<file path="config.mk">
export PLATFORM = sky130hd
export DESIGN_NAME = mtfd_ram
export DESIGN_NICKNAME = d
export VERILOG_FILES = /design/src/hdl/mtfd_ram.sv
export SDC_FILE = /design/constraint.sdc
export NUM_CORES = 1
export LEC_CHECK = 0
export ABC_CLOCK_PERIOD_IN_PS = 3800
export BUFFER_PORTS_ARGS = -buffer_cell sky130_fd_sc_hd__buf_2
export CAP_MARGIN = 20
export CORE_MARGIN = 4
export CORE_UTILIZATION = 34
export CTS_CLUSTER_SIZE = 25
export DETAILED_ROUTE_END_ITERATION = 8
export GPL_TIMING_DRIVEN = 0
export PLACE_DENSITY = 0.55
export SLEW_MARGIN = 20
export SYNTH_ARGS = -nofsm -noshare
export SYNTH_HDL_FRONTEND = slang
export SYNTH_SLANG_ARGS = --single-unit
export TNS_END_PERCENT = 10
</file>
<file path="constraint.sdc">
create_clock -name clk -period 3.8 [get_ports clk]
set_clock_uncertainty 0.15 [all_clocks]
set_input_delay 0.38 -clock clk [delete_from_list [all_inputs] [get_ports clk]]
set_output_delay 0.38 -clock clk [all_outputs]
set_load 0.01 [all_outputs]
</file>
<file path="src/hdl/mtfd_ram.sv">
module mtfd_ram #(
  parameter int W = 8,
  parameter int D = 16
) (
  input  logic                 clk,
  input  logic                 we,
  input  logic [$clog2(D)-1:0] waddr,
  input  logic [W-1:0]         wdata,
  input  logic [$clog2(D)-1:0] raddr,
  output logic [W-1:0]         rdata
);
  logic [W-1:0] mem [D];

  always_ff @(posedge clk) begin
    if (we) begin
      mem[waddr] <= wdata;
    end
    rdata <= mem[raddr];
  end
endmodule

</file>
==> flow_metrics.py, run 1 <==
metrics = {
    "run_status": {
        "status": "finished, final reports clean",
    },
    "setup_path": {
        "worstPathArrival_ns": 1.72,
        "worstPathRequired_ns": 3.68,
        "cp_slowest_cell": "nor2_1",
        "path_cells": "buf_2 -> or3b_2 -> nor2_1",
        "cp-end-kind": "flip-flop",
        "start_kind": "input pin",
        "critPathMaxStageDelay_ns": 0.67,
        "crit_path_max_fanout": 8,
        "crit_type": "input pin to flip-flop",
    },
    "clocking": {
        "clockBufferDepth": 2,
        "clk_pin_slew_ns": 0.06,
        "cts.sinks": 136,
        "cts_root_buf": "clkbuf_16",
        "cts_tree": "built",
        "clock_latency_ns": 0.41,
        "cts_hold_buf": 0,
        "ctsResizeCount": 0,
        "htreeDepth": 4,
        "cts_buffers": 17,
        "postCtsSetupBuffers": 0,
    },
    "yosys": {
        "avgSynthCellArea_um2": 22.5,
        "synthesis.area_mm2": 0.00515,
        "syn_nets": 247,
        "syn_inst": 229,
        "ys_types": 19,
        "ys_ff_latch": 136,
        "yosys_warnings": 0,
        "yosysSeqAreaShare_pct": 77.8,
    },
    "placed_design": {
        "dpl-instance-area_mm2": 0.00552,
        "place_hpwl_um": 6650,
        "place_inst": 437,
        "gp_congestion": 0.757,
        "port-buffer-count": 24,
    },
    "detailed_routing": {
        "drc": 0,
        "drt_iter0_drc": 325,
        "routedWlPerCell_um": 22.1,
        "viasPerCell": 5.10,
        "drt_pass1_iterations": 4,
        "ant_nets": 0,
        "drt_wl_total_um": 10400,
        "vias": 2393,
    },
    "sta": {
        "tns_ns": 0,
        "setup_viol": 0,
        "timing.fmax_ghz": 0.545,
        "rsz0062_at_grt": "no",
        "post-route-period-util_pct": 48.2,
        "maxSlewViolCount": 0,
        "max_slew.worst_pin.slew_ns": 0.866,
        "holdWs_ns": 0.213,
        "hold_viol_final": 0,
        "period_needed_ns": 1.83,
        "maxSlewHeadroom_pct": 42.1,
    },
    "finish": {
        "final_util_pct": 41.4,
        "nNetsFinal": 290,
        "drive_gt1_share_pct": 29.1,
        "n_fill_cell": 1256,
        "final_cell_area_mm2": 0.00609,
        "multi_input_area_mm2": 0.00108,
        "fin_cells": 469,
        "final-seq-area_mm2": 0.00400,
        "areaGrowthSynthToFinish_pct": 18.3,
        "n_antenna_cell": 0,
    },
    "power": {
        "p_int_w": 0.00276,
        "p_leak_nw": 2.02,
        "comb_power_share_pct": 4.9,
        "swShare_pct": 19.7,
        "switchingPower_w": 0.000677,
        "p_per_area_mw_per_mm2": 565,
        "peakVddDrop_mv": 0.328,
        "p_clk_share_pct": 46.2,
        "pwr-share-seq_pct": 49.0,
    },
    "floorplanning": {
        "io_pins": 26,
        "core_mm2": 0.0147,
        "die_area_mm2": 0.0172,
        "die_w_um": 131,
        "core.rowCount": 44,
        "die_y_um": 131,
        "start_util_pct": 35.0,
    },
    "global_routing": {
        "grt_overflow": 0,
        "grt_pass1_wl_um": 15500,
        "grt_pass1_vias": 2440,
        "grt_use_total_pct": 13.2,
        "antenna_found_initial": 0,
        "grt_start_max_net_pins": 17,
    },
    "job": {
        "cap_viol_max_count": 0,
    },
    "min_path": {
        "min_path_type": "input pin to flip-flop",
    },
}
path summary, 6_finish.rpt:
path | startpoint | end | slack, ns | cells after the start
max | waddr[2] | mem[3][0]$_DFFE_PP_ | 1.97 | 3
min | wdata[5] | mem[6][5]$_DFFE_PP_ | 0.21 | 1
max reg2reg | mem[1][2]$_DFFE_PP_ | rdata[2]$_DFF_P_ | 2.12 | 3
min reg2reg | mem[14][1]$_DFFE_PP_ | rdata[1]$_DFF_P_ | 0.53 | 3
layout by cell type (no fill, tap or decap):
| cell type | synthesis | routed |
|---|---|---|
| buf_2 | 3 | 27 |
| clkbuf_1 | 0 | 4 |
| clkinvlp_4 | 0 | 1 |
| nand2b_1 | 2 | 2 |
| clkdlybuf4s25_2 | 3 | 3 |
| clkbuf_16 | 0 | 17 |
| nor2_1 | 13 | 13 |
| nand2_1 | 9 | 9 |
| edfxtp_1 | 128 | 128 |
| or3b_2 | 1 | 1 |
| buf_6 | 3 | 3 |
| nand3b_1 | 2 | 2 |
| a22oi_1 | 16 | 16 |
| clkinv_1 | 0 | 2 |
| and2_1 | 1 | 1 |
| clkinv_2 | 0 | 5 |
| bufinv_16 | 0 | 3 |
| dfxtp_1 | 8 | 8 |
| nand3_1 | 1 | 1 |
| buf_4 | 1 | 1 |
| nor2b_1 | 1 | 1 |
| mux4_1 | 14 | 14 |
| mux4_2 | 18 | 18 |
| nor3_2 | 0 | 4 |
| and2b_1 | 1 | 1 |
cells in the mapped netlist:
cell type,count,area [um2]
or3b_2,1,8.76
nand3_1,1,5.00
buf_6,3,33.8
and2_1,1,6.26
mux4_2,18,405
clkdlybuf4s25_2,3,30.0
edfxtp_1,128,3840
nor2b_1,1,6.26
mux4_1,14,368
a22oi_1,16,120
buf_2,3,15.0
nand2b_1,2,12.5
dfxtp_1,8,160
and2b_1,1,7.51
nor2_1,13,48.8
nor3_1,4,20.0
nand3b_1,2,15.0
nand2_1,9,33.8
buf_4,1,7.51
worst max-delay path: cells and delay by family:
| kind | cells | cell delay [ns] |
|---|---|---|
| buffers and inverters | 1 | 0.14 |
| AND/OR/NAND/NOR | 2 | 1.19 |
flip-flops by register name (all words and copies together) (netlist names):
signal,cells
rdata,8
mem,128
cell families after synthesis:
logic type             after synthesis  share of synthesized area (%)
muxes                               32                           15.0
and+or+nand+nor                     35                           3.18
DFF                                136                           77.8
buffers and inverters               10                           1.68
AOI/OAI and AO/OA                   16                           2.33
layout make-up:
cell class | count | area share (%)
Multi-Input combinational cell | 83 | 17.7
Buffer | 10 | 1.42
Timing Repair Buffer | 24 | 1.97
Clock buffer | 21 | 7.23
Tap cell | 184 | 3.78
Clock inverter | 11 | 2.14
Sequential cell | 136 | 65.8
layer usage:
| metal | part of all wire, % | wire length, um | global-route usage (%) |
|---|---|---|---|
| met1 | 43 | 4430 | 18.5 |
| met2 | 49 | 5060 | 20.0 |
| met3 | 7.3 | 757 | 3.82 |
| met4 | 1.2 | 124 | 4.17 |
| met5 | 0 | 0 | 0 |
power by group through the flow:
| stage | clock (W) | sequential (W) | combinational (W) |
|---|---|---|---|
| final | 0.00159 | 0.00169 | 0.000168 |
| after global routing | 0.00169 | 0.00169 | 0.000181 |
| after CTS | 0.00161 | 0.00169 | 0.000171 |
| after detailed placement | 0 | 0.00172 | 0.000171 |
| after global placement | 0 | 0.00171 | 0.000167 |
| after floorplan | 0 | 0.00172 | 0.0000851 |
per-stage QoR:
step / total power (W) / setup WS, ns
2_1_floorplan: 0.00181 / 1.78
3_3_place_gp: 0.00188 / 1.14
3_5_place_dp: 0.00189 / 1.51
4_1_cts: 0.00347 / 1.94
5_1_grt: 0.00356 / 1.89
6_report: 0.00344 / 1.97
Power figures use the tool's default switching activity.
==> inputs of run 2 (changes only) <==
--- a/config.mk
+++ b/config.mk
@@ -5,7 +5,7 @@
 export SDC_FILE = /design/constraint.sdc
 export NUM_CORES = 1
 export LEC_CHECK = 0
-export ABC_CLOCK_PERIOD_IN_PS = 3800
+export ABC_CLOCK_PERIOD_IN_PS = 1500
 export BUFFER_PORTS_ARGS = -buffer_cell sky130_fd_sc_hd__buf_2
 export CAP_MARGIN = 20
 export CORE_MARGIN = 4
@@ -13,7 +13,7 @@
 export CTS_CLUSTER_SIZE = 25
 export DETAILED_ROUTE_END_ITERATION = 8
 export GPL_TIMING_DRIVEN = 0
-export PLACE_DENSITY = 0.55
+export PLACE_DENSITY = 0.57
 export SLEW_MARGIN = 20
 export SYNTH_ARGS = -nofsm -noshare
 export SYNTH_HDL_FRONTEND = slang
==> constraint.sdc (replaced) <==
create_clock -name clk -period 1.5 [get_ports clk]
set_clock_uncertainty 0.15 [all_clocks]
set_input_delay 0.15 -clock clk [delete_from_list [all_inputs] [get_ports clk]]
set_output_delay 0.15 -clock clk [all_outputs]
set_load 0.01 [all_outputs]
==> run 2 against run 1 <==
Net effect: the flow now finishes with violations (negative setup slack); largest power group unchanged; sequential power rose to 2.5 times the previous value; power rose by 150%; utilization up 0.57 points; first-iteration DRC count is 46% lower; count of clock-buffer cells in the layout is 4 lower; hold slack worse by 0.20 ns; register-to-register slack got worse by 2.1 ns.
==> flow_metrics.py, run 2 (synthesis results as in run 1) <==
metrics = {
    "global_routing": {
        "grt_pass1_wl_um": 15600,
        "antenna_found_initial": 0,
        "grt_overflow": 0,
        "grt_pass1_vias": 2470,
        "grt_start_max_net_pins": 17,
        "grt_use_total_pct": 13.3,
    },
    "setup_path": {
        "rrSetupSlack_ns": 0.04,
        "r2r-end": "rdata[2]$_DFF_P_",
        "critPathLaunch": "waddr[2]",
        "start_kind": "input pin",
        "worst-r2r-cell-count": 3,
        "worstPathRequired_ns": 1.39,
        "crit_path_max_fanout": 8,
        "crit_type": "input pin to flip-flop",
        "cp-end-kind": "flip-flop",
        "worstPathArrival_ns": 1.46,
        "r2r-start": "mem[7][2]$_DFFE_PP_",
    },
    "power": {
        "p_leak_nw": 2.02,
        "peakVddDrop_mv": 1.06,
        "p_per_area_mw_per_mm2": 1390,
    },
    "detailed_routing": {
        "drt_pass1_iterations": 4,
        "vias": 2400,
        "drc": 0,
        "drt_iter0_drc": 177,
        "drt_wl_total_um": 10500,
        "ant_nets": 0,
        "viasPerCell": 5.05,
        "routedWlPerCell_um": 22.2,
    },
    "floorplanning": {
        "io_pins": 26,
        "die_area_mm2": 0.0172,
        "core_mm2": 0.0147,
        "start_util_pct": 35.0,
        "die_y_um": 131,
        "core.rowCount": 44,
        "die_w_um": 131,
    },
    "clocking": {
        "clock_latency_ns": 0.42,
        "htreeDepth": 4,
        "cts.sinks": 136,
        "postCtsSetupBuffers": 0,
        "cts_tree": "built",
        "cts_buffers": 17,
        "cts_root_buf": "clkbuf_16",
        "clk_pin_slew_ns": 0.06,
        "clockBufferDepth": 2,
    },
    "finish": {
        "drive_gt1_share_pct": 35.7,
        "n_antenna_cell": 0,
        "layout_common_cells": "128 x edfxtp_1, 27 x buf_2, 22 x mux4_2, 17 x clkbuf_16, 13 x nor2_1",
        "final_cell_area_mm2": 0.00617,
        "areaGrowthSynthToFinish_pct": 19.9,
        "fin_cells": 475,
        "layout_commonest_cell": "edfxtp_1",
        "regMostFlops": "mem",
        "largest_registers": "mem: 128 flops, rdata: 8 flops",
        "largest_reg_flops": 128,
        "nNetsFinal": 296,
    },
    "min_path": {
        "hold_end": "mem[7][7]$_DFFE_PP_",
        "whs_path_depth": 1,
        "min_path_type": "input pin to flip-flop",
        "hold_start": "wdata[7]",
    },
    "placed_design": {
        "dpl-instance-area_mm2": 0.00552,
        "place_hpwl_um": 6740,
        "gp_congestion": 0.712,
        "port-buffer-count": 24,
        "pre_cts_slack_ns": -0.527,
        "place_inst": 437,
    },
    "sta": {
        "period_needed_ns": 1.58,
        "layout_setup_ws_ns": -0.0755,
        "maxSlewHeadroom_pct": 44.1,
        "timing.fmax_ghz": 0.635,
        "rsz0062_at_grt": "yes",
        "maxSlewViolCount": 0,
        "max_slew.worst_pin.slew_ns": 0.836,
        "post-route-period-util_pct": 105,
        "setup_viol": 32,
        "hold_viol_final": 0,
    },
    "run_status": {
        "status": "finished, violations left",
        "violations": "negative setup slack",
    },
    "job": {
        "cap_viol_max_count": 0,
    },
}
## run 2: per-layer routing
metal,track usage (%),up-vias,part of all wire (%)
met5,0,-,0
met4,4.54,0,1.3
met3,3.86,11,4.6
met2,20.0,60,48
met1,18.7,1255,47
li1,-,1074,-
## run 2: layout make-up
type | instances | area (um2)
fillers | 1264 | 8530
flip-flops and latches | 136 | 4000
multi-input cells | 83 | 1120
clock buffers | 17 | 425
well taps | 184 | 230
repair buffers | 30 | 180
clock inverters | 15 | 129
plain buffers | 10 | 86.3
## run 2: power breakdown
| group | internal, W | switching (W) |
|---|---|---|
| combinational | 0.000190 | 0.000271 |
| clock | 0.00228 | 0.00157 |
| sequential | 0.00425 | 0.0000201 |
| total | 0.00672 | 0.00187 |
## run 2: what timing repair did
action / in CTS / in global routing
pin swaps: 1 / 4
endpoints found under the hold margin: 79 / 2
setup endpoints to repair: 38 / 38
gates resized for setup: 7 / 9
hold buffers: 5 / 1
gates cloned: 0 / 0
## run 2: worst max-delay path by stage
stage,to,slack [ns],depth (start not counted)
after floorplan,mem[3][0]$_DFFE_PP_,-0.07,2
after global placement,mem[8][2]$_DFFE_PP_,-0.62,3
final,mem[2][7]$_DFFE_PP_,-0.08,3
after detailed placement,mem[2][1]$_DFFE_PP_,-0.53,3
after CTS,mem[2][7]$_DFFE_PP_,-0.09,3
after global routing,mem[1][5]$_DFFE_PP_,-0.15,3
## run 2: critical path, stage by stage
cell	delay, ns
buf_2	0.12
or3b_2	0.54
nor2_1	0.66
## run 2: per-stage QoR
step	TNS (ns)	total power (W)	util (%)	hold slack, ns
after floorplan	-1.98	0.00457	-	0.0989
after global placement	-43.38	0.00477	37.4	0.396
after detailed placement	-36.98	0.00478	37.5	0.396
after CTS	-2.08	0.00865	41.8	0.000877
after global routing	-4.23	0.00887	42.0	0.0146
final	-1.42	0.00858	42.0	0.0115
