File: src/hdl/mtfd_mod.sv
module mtfd_mod #(
  parameter int DW = 26,
  parameter int HB = 13
) (
  input  logic          clk,
  input  logic          rst,
  input  logic          start,
  input  logic [DW-1:0] dividend,
  input  logic [HB-1:0] divisor,
  output logic          done,
  output logic [HB-1:0] rem
);
  localparam int CW = $clog2(DW + 1);

  logic          busy;
  logic [CW-1:0] cnt;
  logic [DW-1:0] dsr;
  logic [HB-1:0] d;
  logic [HB:0]   rem_sh;

  // one dividend bit per cycle, restoring
  assign rem_sh = {rem, dsr[DW-1]};

  always_ff @(posedge clk) begin
    if (rst) begin
      busy <= 1'b0;
      done <= 1'b0;
      cnt  <= '0;
    end else begin
      done <= 1'b0;
      if (start) begin
        busy <= 1'b1;
        cnt  <= CW'(DW);
        dsr  <= dividend;
        d    <= divisor;
        rem  <= '0;
      end else if (busy) begin
        dsr <= dsr << 1;
        rem <= (rem_sh >= {1'b0, d}) ? HB'(rem_sh - {1'b0, d}) : HB'(rem_sh);
        cnt <= cnt - CW'(1);
        if (cnt == CW'(1)) begin
          busy <= 1'b0;
          done <= 1'b1;
        end
      end
    end
  end
endmodule
File: config.mk
export PLATFORM = sky130hd
export DESIGN_NAME = mtfd_mod
export DESIGN_NICKNAME = d
export VERILOG_FILES = /design/src/hdl/mtfd_mod.sv
export SDC_FILE = /design/constraint.sdc
export NUM_CORES = 1
export LEC_CHECK = 0
export BUFFER_PORTS_ARGS = -buffer_cell sky130_fd_sc_hd__buf_2
export CORE_MARGIN = 8
export CORE_UTILIZATION = 56
export CTS_CLUSTER_DIAMETER = 40
export DETAILED_ROUTE_END_ITERATION = 12
export PLACE_DENSITY = 0.84
export RECOVER_POWER = 50
export SYNTH_ARGS = -nofsm -noshare
export SYNTH_HDL_FRONTEND = slang
export SYNTH_SLANG_ARGS = --single-unit
File: constraint.sdc
create_clock -name clk -period 3.8 [get_ports clk]
set_input_delay 0.19 -clock clk [delete_from_list [all_inputs] [get_ports clk]]
set_output_delay 0.19 -clock clk [all_outputs]
set_load 0.05 [all_outputs]
==> out/qor.yml, run 1 <==
run_status:
  status: "complete, but fails checks"
  failed_checks: "capacitance limit, slew limit"
timing:
  slew_viol_final: 40
  worst_slew_pin_slew_ns: 1.91
  hold_viol_final: 0
  finalCriticalPeriod_ns: 3.08
  setup_violations: 0
  worst_slack_ns: 0.723
  fin_tns_setup_ns: 0
  max_freq_mhz: 325
  fin_worst_skew_ns: 0.0109
  slew_headroom_pct: -27.0
  fin_crit_sh_pct: 81.0
  rsz0062_at_grt: "false"
logic_synthesis:
  yosysTopAreaCellShare_pct: 50.8
  synth_cells: 246
  ys_warn_count: 0
  yosysSeqAreaShare_pct: 55.3
  synth_edf_count: 52
  synthDistinctLibCells: 44
  synth_area_mm2: 0.00308
  synth_largest_area_cell: "edfxtp_1"
  syn_nets: 304
  yosys_register_bits: 59
  async_reset_ff_share_pct: 0
  post_synth.cell_area_avg_um2: 12.5
  synth.area.top_cells: "edfxtp_1, mux2_2, ha_1"
  ys.flop_type: "edfxtp_1"
critical_path:
  worstReg2RegStart: "rem[1]"
  r2r_slack_ns: 0.72
  startpoint: "rem[1]"
  crit_path_start_kind: "register"
  r2r_end: "rem[8]"
  worstPathMaxFanout: 19
  cp_data_required_time_ns: 3.81
  reg2reg_depth: 8
  endpoint_kind: "register"
  cp.arrival_ns: 3.09
  criticalPathCategory: "reg2reg"
floorplanning:
  core-area_mm2: 0.00541
  pin_count: 56
  dieArea_mm2: 0.00812
  fp-row-count: 27
  dieWidth_um: 90.1
  start_util_pct: 56.9
  die_h_um: 90.1
pwr:
  pwr-share-clk_pct: 34.7
  comb_power_share_pct: 21.1
  power_density_mw_per_mm2: 500
  p_sw_uw: 502
  p_seq_share_pct: 44.2
  p_leak_nw: 1.41
  p_int_mw: 1.29
  swShare_pct: 27.9
  max-vdd-ir-drop_mv: 0.288
cts:
  ctsResizeCount: 0
  cts_buffers: 9
  cts_sinks: 59
  post_cts_buffers: 0
  cts_tree: "built"
  htreeDepth: 3
  cts_hold_buf: 0
  cts-root-buf: "clkbuf_8"
  clk_latency_ns: 0.34
  clk_path_buf_depth: 2
  path_clk_slew_ns: 0.07
placed_design:
  hpwl_um: 4260
  place.gp.congestion: 0.861
  place_ws_ns: 0.780
  io_buffers: 55
hold_path:
  hold_start: "divisor[2]"
  min_to: "d[2]"
  hold_path_class: "in2reg"
  whs_path_depth: 1
layout:
  drive_gt1_share_pct: 28.5
  n_antenna_cell: 0
  area_delta_synth_final_pct: 16.8
  fillers: 434
  nNetsFinal: 362
route:
  drtIter0Drc: 137
  via_count: 2074
  firstDrtPassIters: 4
  drt-total-wl_um: 5870
  m1WireLength_um: 2450
  ant_nets: 0
  wl_met3_um: 275
  met2_length_um: 3040
  drc: 0
  top_layer_used: "met4"
  post_drt_wl_per_cell_um: 15.4
  via_per_inst: 5.44
global_route:
  grtUsageTotal_pct: 14.9
  grt-ovfl-total: 0
  grt_pass1_vias: 2101
  grt_max_degree: 40
  grt_pass1_wl_um: 9620
  antenna_found_initial: 0
job:
  drv_cap: 1
cells in the mapped netlist (3+ instances only):
cell / instances
edfxtp_1: 52
nor2_1: 17
inv_1: 19
clkbuf_1: 6
nand2_1: 8
nor2b_1: 3
a211oi_1: 4
mux2_2: 25
nor3_1: 7
ha_1: 15
mux2i_1: 7
xnor2_1: 9
o21a_1: 6
a21oi_1: 15
nand3_1: 5
o21ai_0: 9
dfxtp_1: 7
how the worst max path moves through the flow:
stage	endpoint	slack, ns	cells after the start
finish	rem[8]	0.72	8
global route	rem[5]	0.54	10
CTS	rem[7]	0.79	8
detailed placement	rem[7]	0.78	8
global placement	rem[5]	0.89	8
floorplan	dsr[0]	0.90	4
kinds of logic after synthesis:
group / share of synthesized area [%]
AOI/OAI and AO/OA: 10.6
and+or+nand+nor: 8.83
xor gates and xnor gates: 2.85
DFF: 55.3
muxes: 11.4
buffers and inverters: 4.23
adders and majority gates: 6.75
power by group through the flow:
stage                     clock network, mW  registers [mW]  logic [mW]
after CTS                             0.639           0.793       0.382
after global placement                    0           0.804       0.370
after detailed placement                  0           0.807       0.380
final                                 0.624           0.793       0.379
after floorplan                           0           0.850       0.259
after global routing                  0.657           0.798       0.418
worst max-delay path: stages (launching register included):
cell      delay, ns
edfxtp_1       0.42
ha_1           0.38
nor2b_4        0.15
o31a_4         0.29
or3_1          0.33
a21oi_2        0.16
o21a_1         0.68
mux2i_1        0.27
nor2_1         0.07
cells in the final DEF (no fill, tap or decap), drive strengths merged, types with 3 or more instances in the layout:
master | Yosys | layout
nand3 | 5 | 5
clkbuf | 7 | 26
o21a | 6 | 6
buf | 2 | 40
edfxtp | 52 | 52
nand2 | 8 | 8
nor2 | 17 | 17
o21ai | 9 | 9
inv | 19 | 19
xnor2 | 9 | 9
ha | 15 | 15
mux2 | 25 | 25
a211oi | 5 | 5
nor3 | 7 | 7
dfxtp | 7 | 7
clkinv | 0 | 3
nor2b | 4 | 4
mux2i | 7 | 7
a21oi | 16 | 16
registers in the layout, summed over array words and instances (netlist names):
register,count
busy,1
rem,13
d,13
cnt,5
done,1
dsr,26
cell type report:
class                      count  area [um^2]  share of cell area (%)
inverter                      19         71.3                    1.99
sequential                    59         1700                    47.4
clock buffer                  10          128                    3.55
multi-input combinational    159         1250                    34.8
tap                           72         90.1                    2.51
timing repair buffer          56          260                    7.24
clock inverter                 6         90.1                    2.51
per-stage QoR:
step	utilization, %	instance area, um^2	hold slack [ns]	instances	power [mW]
after floorplan	-	3080	0.289	246	1.11
after global placement	62.8	3400	0.366	365	1.17
after detailed placement	62.8	3400	0.368	365	1.19
after CTS	66.9	3610	0.0124	381	1.81
after global routing	66.5	3590	0.00983	381	1.87
final	66.5	3590	0.0293	381	1.80
routing by layer:
layer | up-vias | track usage (%)
li1 | 1024 | -
met1 | 999 | 15.9
met2 | 41 | 26.0
met3 | 10 | 5.40
met4 | 0 | 6.24
met5 | - | 0
Power figures use the tool's default switching activity.
==> inputs of run 2 (changes only) <==
Settings changed: CORE_UTILIZATION 56 to 50, PLACE_DENSITY 0.84 to 0.8.
Clock period 3.8 ns to 2.57 ns, I/O delays scaled along.
==> run 2 against run 1 <==
The flow finishes with violations (setup timing). Critical path depth increased by 2. Worst hold slack improved by 0.047 ns. Sequential cell count unchanged. Critical path type unchanged. Largest power group unchanged.
==> out/qor.yml, run 2 (synthesis results as in run 1) <==
floorplanning:
  fp-row-count: 28  # +3.7%
  pin_count: 56  # unchanged
  die_h_um: 94.4  # +4.8%
  core-area_mm2: 0.00592  # +9.5%
  dieWidth_um: 94.4  # +4.8%
  dieArea_mm2: 0.00892  # +9.8%
  start_util_pct: 51.9  # -5.0 points
global_route:
  grt_max_degree: 31  # -23%
  grt_pass1_vias: 2304  # +9.7%
  grt-ovfl-total: 0  # unchanged
  antenna_found_initial: 0  # unchanged
  grtUsageTotal_pct: 15.3  # +0.37 points
  grt_pass1_wl_um: 10500  # +9.5%
route:
  via_per_inst: 5.33  # -2.0%
  post_drt_wl_per_cell_um: 15.8  # +2.7%
  ant_nets: 0  # unchanged
  drc: 0  # unchanged
  firstDrtPassIters: 4  # unchanged
  via_count: 2187  # +5.4%
  drtIter0Drc: 68  # -50%
  drt-total-wl_um: 6490  # +11%
critical_path:
  criticalPathCategory: "reg2reg"
  worstReg2RegStart: "d[0]"
  worstPathMaxFanout: 7  # -12
  crit_path_start_kind: "register"
  cp_slowest_stage_delay_ns: 0.48  # -0.20 ns
  critPathSlowestCell: "or3b_2"
  r2r_slack_ns: -0.04  # -0.76 ns
  cp_data_required_time_ns: 2.76  # -1.05 ns
  reg2reg_depth: 10  # +2
  r2r_end: "rem[9]"
  endpoint_kind: "register"
  crit_chain: "ha_4, fa_2, nor2b_4, o31a_4, or3_4, a21oi_4, o21a_1, buf_6, or3b_2, a21oi_2"
  cp.arrival_ns: 2.80  # -0.29 ns
cts:
  cts_sinks: 59  # unchanged
  cts_buffers: 9  # unchanged
  path_clk_slew_ns: 0.07  # about the same
  htreeDepth: 3  # unchanged
  clk_path_buf_depth: 2  # unchanged
  cts_tree: "built"
  cts-root-buf: "clkbuf_8"
  clk_latency_ns: 0.33  # about the same
timing:
  worst_slew_pin_slew_ns: 0.892  # -1.01 ns
  fin_worst_skew_ns: 0.00756  # -0.00330 ns
  fin_crit_sh_pct: 102  # +21 points
  slew_headroom_pct: 40.5  # +68 points
  hold_viol_final: 0  # unchanged
  setup_violations: 2  # +2
  max_freq_mhz: 383  # +18%
  rsz0062_at_grt: "true"
  worst_slack_ns: -0.0414  # -0.765 ns
  slew_viol_final: 0  # -100%
  finalCriticalPeriod_ns: 2.61  # -0.465 ns
layout:
  stdcell_count: 410  # +7.6%
  post-route-util_pct: 65.4  # -1.1 points
  layout_commonest_cell: "buf_2"
  final_cell_mix: "buf_2, edfxtp_1, mux2_2"
  max_flop_register: "dsr"
  n_antenna_cell: 0  # unchanged
  design_area_mm2: 0.00387  # +7.7%
  fillers: 470  # +8.3%
  largest_register_ffs: 26  # unchanged
  area_delta_synth_final_pct: 25.8
  reg_top3: "dsr x26, d x13, rem x13"
  nNetsFinal: 389  # +7.5%
  drive_gt1_share_pct: 36.4  # +7.9 points
hold_path:
  hold_path_class: "in2reg"
  min_to: "dsr[0]"
  whs_path_depth: 2  # +1
  hold_start: "dividend[0]"
pwr:
  swShare_pct: 28.7  # +0.77 points
  pwr-share-clk_pct: 30.4  # -4.3 points
  p_leak_nw: 1.55  # +10%
  p_seq_share_pct: 44.7  # +0.5 points
  p_sw_uw: 753  # +50%
  power_density_mw_per_mm2: 677  # +35%
  p_int_mw: 1.87  # +44%
  max-vdd-ir-drop_mv: 0.519  # +80%
  p_total_mw: 2.62  # +46%
  comb_power_share_pct: 24.9  # +3.8 points
job:
  drv_cap: 0  # -1
placed_design:
  dpl_cell_area_mm2: 0.00349  # +2.8%
  place.gp.congestion: 0.859  # -0.30%
  dp.cells: 378  # +3.6%
  io_buffers: 55  # unchanged
  place_ws_ns: -0.00501  # -0.785 ns
  hpwl_um: 4640  # +9.0%
run_status:
  status: "complete, but fails checks"
  failed_checks: "setup timing"
==> run 2: cell count changes in the layout (fill, tap and decap cells not counted), moves of 2 or more <==
cell / delta
inv_2: +2
dlygate4sd3_1: +13
buf_2: +14
ha_4: +2
buf_4: +11
ha_1: -3
inv_1: -2
buf_6: +2
clkbuf_1: -13
==> run 2: final cells by class <==
| cell class | instances | area [um^2] | share of cell area (%) |
|---|---|---|---|
| Timing Repair Buffer | 83 | 517 | 13.4 |
| Clock inverter | 5 | 55.1 | 1.42 |
| Sequential cell | 59 | 1700 | 44.0 |
| Multi-Input combinational cell | 159 | 1300 | 33.7 |
| Inverter | 19 | 71.3 | 1.84 |
| Tap cell | 75 | 93.8 | 2.42 |
| Clock buffer | 10 | 128 | 3.30 |
==> run 2: through the flow <==
step / hold slack, ns / TNS, ns
6_report: 0.0763 / -0.0578
5_1_grt: 0.0663 / -1.21
4_1_cts: 0.0641 / 0
3_5_place_dp: 0.307 / -0.00501
3_3_place_gp: 0.304 / 0
2_1_floorplan: 0.227 / -0.605
==> run 2: worst max-delay path, delay by kind of cell, from the launching register on <==
| family | cells | cell delay [ns] |
|---|---|---|
| AOI/OAI and AO/OA | 4 | 0.56 |
| adders and majority gates | 2 | 0.59 |
| buffers and inverters | 1 | 0.15 |
| DFF | 1 | 0.41 |
| and+or+nand+nor | 3 | 0.73 |
==> run 2: worst max-delay path by stage <==
| stage | start | slack (ns) | end | depth (start not counted) |
|---|---|---|---|---|
| after floorplan | rem[1] | -0.14 | rem[5] | 10 |
| after global placement | dsr[25] | 0.06 | rem[2] | 11 |
| after detailed placement | dsr[25] | -0.005 | rem[5] | 11 |
| after CTS | dsr[25] | 0.007 | rem[5] | 11 |
| after global routing | dsr[25] | -0.13 | rem[6] | 11 |
| final | d[0] | -0.04 | rem[9] | 10 |
==> run 2: power groups by stage <==
stage / registers (mW) / clock network (mW) / logic [mW]
after floorplan: 1.26 / 0 / 0.388
after global placement: 1.19 / 0 / 0.586
after detailed placement: 1.19 / 0 / 0.603
after CTS: 1.17 / 0.815 / 0.623
after global routing: 1.18 / 0.850 / 0.715
final: 1.17 / 0.796 / 0.654
==> run 2: timing repair <==
action,CTS,global route
gates resized for setup,0,10
gates cloned,0,1
hold buffers,13,0
buffers inserted,0,3
endpoints found under the setup margin,5,13
endpoints found under the hold margin,13,0
pin swaps,1,5
==> run 2: metal layers <==
metal / wire [um] / part of all wire, % / vias to the layer above / GRT usage (%)
met2: 3240 / 50 / 55 / 25.8
met3: 328 / 5.1 / 18 / 3.65
li1: - / - / 1080 / -
met5: 0 / 0 / - / 0
met1: 2690 / 42 / 1034 / 17.2
met4: 227 / 3.5 / 0 / 8.98
==> inputs of run 3 (changes only) <==
--- a/config.mk
+++ b/config.mk
@@ -9,6 +9,7 @@
 export CORE_MARGIN = 8
-export CORE_UTILIZATION = 50
+export CORE_UTILIZATION = 52
+export CTS_BUF_LIST = sky130_fd_sc_hd__clkbuf_4 sky130_fd_sc_hd__clkbuf_8
 export CTS_CLUSTER_DIAMETER = 40
 export DETAILED_ROUTE_END_ITERATION = 12
-export PLACE_DENSITY = 0.8
+export PLACE_DENSITY = 0.82
 export RECOVER_POWER = 50
--- a/constraint.sdc
+++ b/constraint.sdc
@@ -3,2 +3,2 @@
 set_output_delay 0.1285 -clock clk [all_outputs]
-set_load 0.05 [all_outputs]
+set_load 0.005 [all_outputs]
==> run 3 against run 2 <==
The run still ends with setup timing left. Clock power is 5.9% higher. Critical path type unchanged. Count of clock-buffer cells in the layout fell by 1. Highest routed layer unchanged. Routed wire length increased by 3.9%. Global-route usage rose by 0.66 points. Largest cell class unchanged. Largest power group unchanged.
==> out/qor.yml, run 3 (synthesis results as in run 1) <==
run_status:
  status: "complete, but fails checks"
  failed_checks: "setup timing"
pwr:
  p_seq_share_pct: 44.6  # about the same
  p_total_mw: 2.62  # about the same
  max-vdd-ir-drop_mv: 0.506  # -2.5%
  pwr-share-clk_pct: 32.1  # +1.7 points
  p_leak_nw: 1.60  # +3.4%
  power_density_mw_per_mm2: 668  # -1.4%
  p_sw_uw: 725  # -3.6%
  swShare_pct: 27.6  # -1.1 points
  p_int_mw: 1.90  # +1.6%
  comb_power_share_pct: 23.2  # -1.7 points
hold_path:
  hold_path_class: "in2reg"
timing:
  worst_slack_ns: -0.0640  # -0.0227 ns
  finalCriticalPeriod_ns: 2.63  # +0.0227 ns
  fin_worst_skew_ns: 0.0104  # +0.00287 ns
  worst_slew_pin_slew_ns: 0.508  # -0.385 ns
  slew_viol_final: 0  # unchanged
  fin_crit_sh_pct: 102  # +0.88 points
  setup_violations: 7  # +5
  rsz0062_at_grt: "true"
  hold_viol_final: 0  # unchanged
  max_freq_mhz: 380  # -0.86%
  slew_headroom_pct: 66.1  # +26 points
route:
  firstDrtPassIters: 4  # unchanged
  drc: 0  # unchanged
  ant_nets: 0  # unchanged
  via_count: 2291  # +4.8%
  via_per_inst: 5.49  # +3.0%
  post_drt_wl_per_cell_um: 16.2  # +2.2%
  drtIter0Drc: 208  # +210%
  drt-total-wl_um: 6740  # +3.9%
cts:
  cts_sinks: 59  # unchanged
  cts-root-buf: "clkbuf_8"
  clk_path_buf_depth: 2  # unchanged
  cts_tree: "built"
  clk_latency_ns: 0.34  # about the same
  htreeDepth: 3  # unchanged
  cts_buffers: 9  # unchanged
  path_clk_slew_ns: 0.07  # about the same
critical_path:
  crit_path_start_kind: "register"
  r2r_slack_ns: -0.06  # -0.02 ns
  crit_end: "rem[9]"
  criticalPathCategory: "reg2reg"
  cp_data_required_time_ns: 2.76  # about the same
  reg2reg_depth: 10  # unchanged
  endpoint_kind: "register"
  cp.arrival_ns: 2.83  # +0.03 ns
  worstReg2RegStart: "d[0]"
  startpoint: "d[0]"
  r2r_end: "rem[9]"
  worstPathMaxFanout: 8  # +1
floorplanning:
  die_h_um: 92.9  # -1.6%
  dieWidth_um: 92.9  # -1.6%
  fp-row-count: 28  # unchanged
  pin_count: 56  # unchanged
  start_util_pct: 52.9  # +0.94 points
  dieArea_mm2: 0.00863  # -3.2%
  core-area_mm2: 0.00582  # -1.8%
layout:
  fillers: 435  # -7.4%
  largest_register_ffs: 26  # unchanged
  drive_gt1_share_pct: 38.3  # +1.9 points
  nNetsFinal: 395  # +1.5%
  stdcell_count: 417  # +1.7%
  max_flop_register: "dsr"
  area_delta_synth_final_pct: 27.7
  layout_commonest_cell: "buf_2"
  reg_top3: "dsr x26, d x13, rem x13"
  n_antenna_cell: 0  # unchanged
  final_cell_mix: "buf_2, edfxtp_1, mux2_2"
  post-route-util_pct: 67.5  # +2.2 points
global_route:
  grt_pass1_wl_um: 10800  # +2.1%
  grt_max_degree: 26  # -16%
  antenna_found_initial: 0  # unchanged
  grt_pass1_vias: 2317  # +0.56%
  grt-ovfl-total: 0  # unchanged
  grtUsageTotal_pct: 15.9  # +0.66 points
placed_design:
  hpwl_um: 4680  # +0.70%
  io_buffers: 55  # unchanged
  place.gp.congestion: 0.893  # +3.9%
  dp.cells: 380  # +0.53%
job:
  drv_cap: 0  # unchanged
==> run 3: worst min-delay path by stage <==
stage | cells after the start | endpoint | startpoint
final | 2 | dsr[0] | dividend[0]
after global routing | 2 | dsr[0] | dividend[0]
after CTS | 2 | dsr[0] | dividend[0]
after detailed placement | 1 | d[1] | divisor[1]
after global placement | 1 | d[9] | divisor[9]
after floorplan | 0 | d[0] | divisor[0]
==> run 3: critical path, cell delays in order (launching register included) <==
cell and delay [ns]:
edfxtp_1 0.43, ha_4 0.19, fa_2 0.41, nor2b_4 0.13, o31a_4 0.15, or3_4 0.11, a21oi_2 0.05, o21a_1 0.24
buf_6 0.16, or3b_2 0.46, a21oi_1 0.15
==> run 3: per-stage QoR <==
| step | cell area (um^2) | TNS, ns | setup slack (ns) | hold WS (ns) |
|---|---|---|---|---|
| 2_1_floorplan | 3080 | 0 | 0.0411 | 0.227 |
| 3_3_place_gp | 3500 | 0 | 0.0558 | 0.304 |
| 4_1_cts | 3840 | 0 | 0.00399 | 0.0679 |
| 3_5_place_dp | 3500 | -0.0127 | -0.00681 | 0.307 |
| 5_1_grt | 3930 | -1.26 | -0.155 | 0.0650 |
| 6_report | 3930 | -0.213 | -0.0640 | 0.0797 |
==> run 3: final cells by class <==
type	count	area [um^2]	share of cell area (%)
inverter	19	71.3	1.82
multi-input combinational	159	1280	32.6
clock inverter	7	76.3	1.94
sequential	59	1700	43.3
clock buffer	9	124	3.15
tap	75	93.8	2.39
timing repair buffer	89	581	14.8
==> run 3: what timing repair did <==
item	4_1_cts	5_1_grt
gates resized for setup	2	8
pin swaps	0	10
setup endpoints to repair	5	13
hold endpoints to repair	13	0
gates cloned	0	1
setup buffers	0	7
hold buffers	13	0
==> run 3: routing by layer <==
metal | share of wire, % | up-vias | GRT usage [%]
met1 | 40 | 1122 | 17.9
met2 | 52 | 64 | 27.3
met3 | 5.4 | 17 | 3.32
li1 | - | 1088 | -
met4 | 2.8 | 0 | 9.26
met5 | 0 | - | 0
==> run 3: power groups by stage <==
stage | clock network (mW) | logic (mW) | registers [mW]
floorplan | 0 | 0.384 | 1.19
global placement | 0 | 0.518 | 1.19
detailed placement | 0 | 0.537 | 1.19
CTS | 0.857 | 0.562 | 1.17
global route | 0.879 | 0.672 | 1.18
finish | 0.843 | 0.609 | 1.17
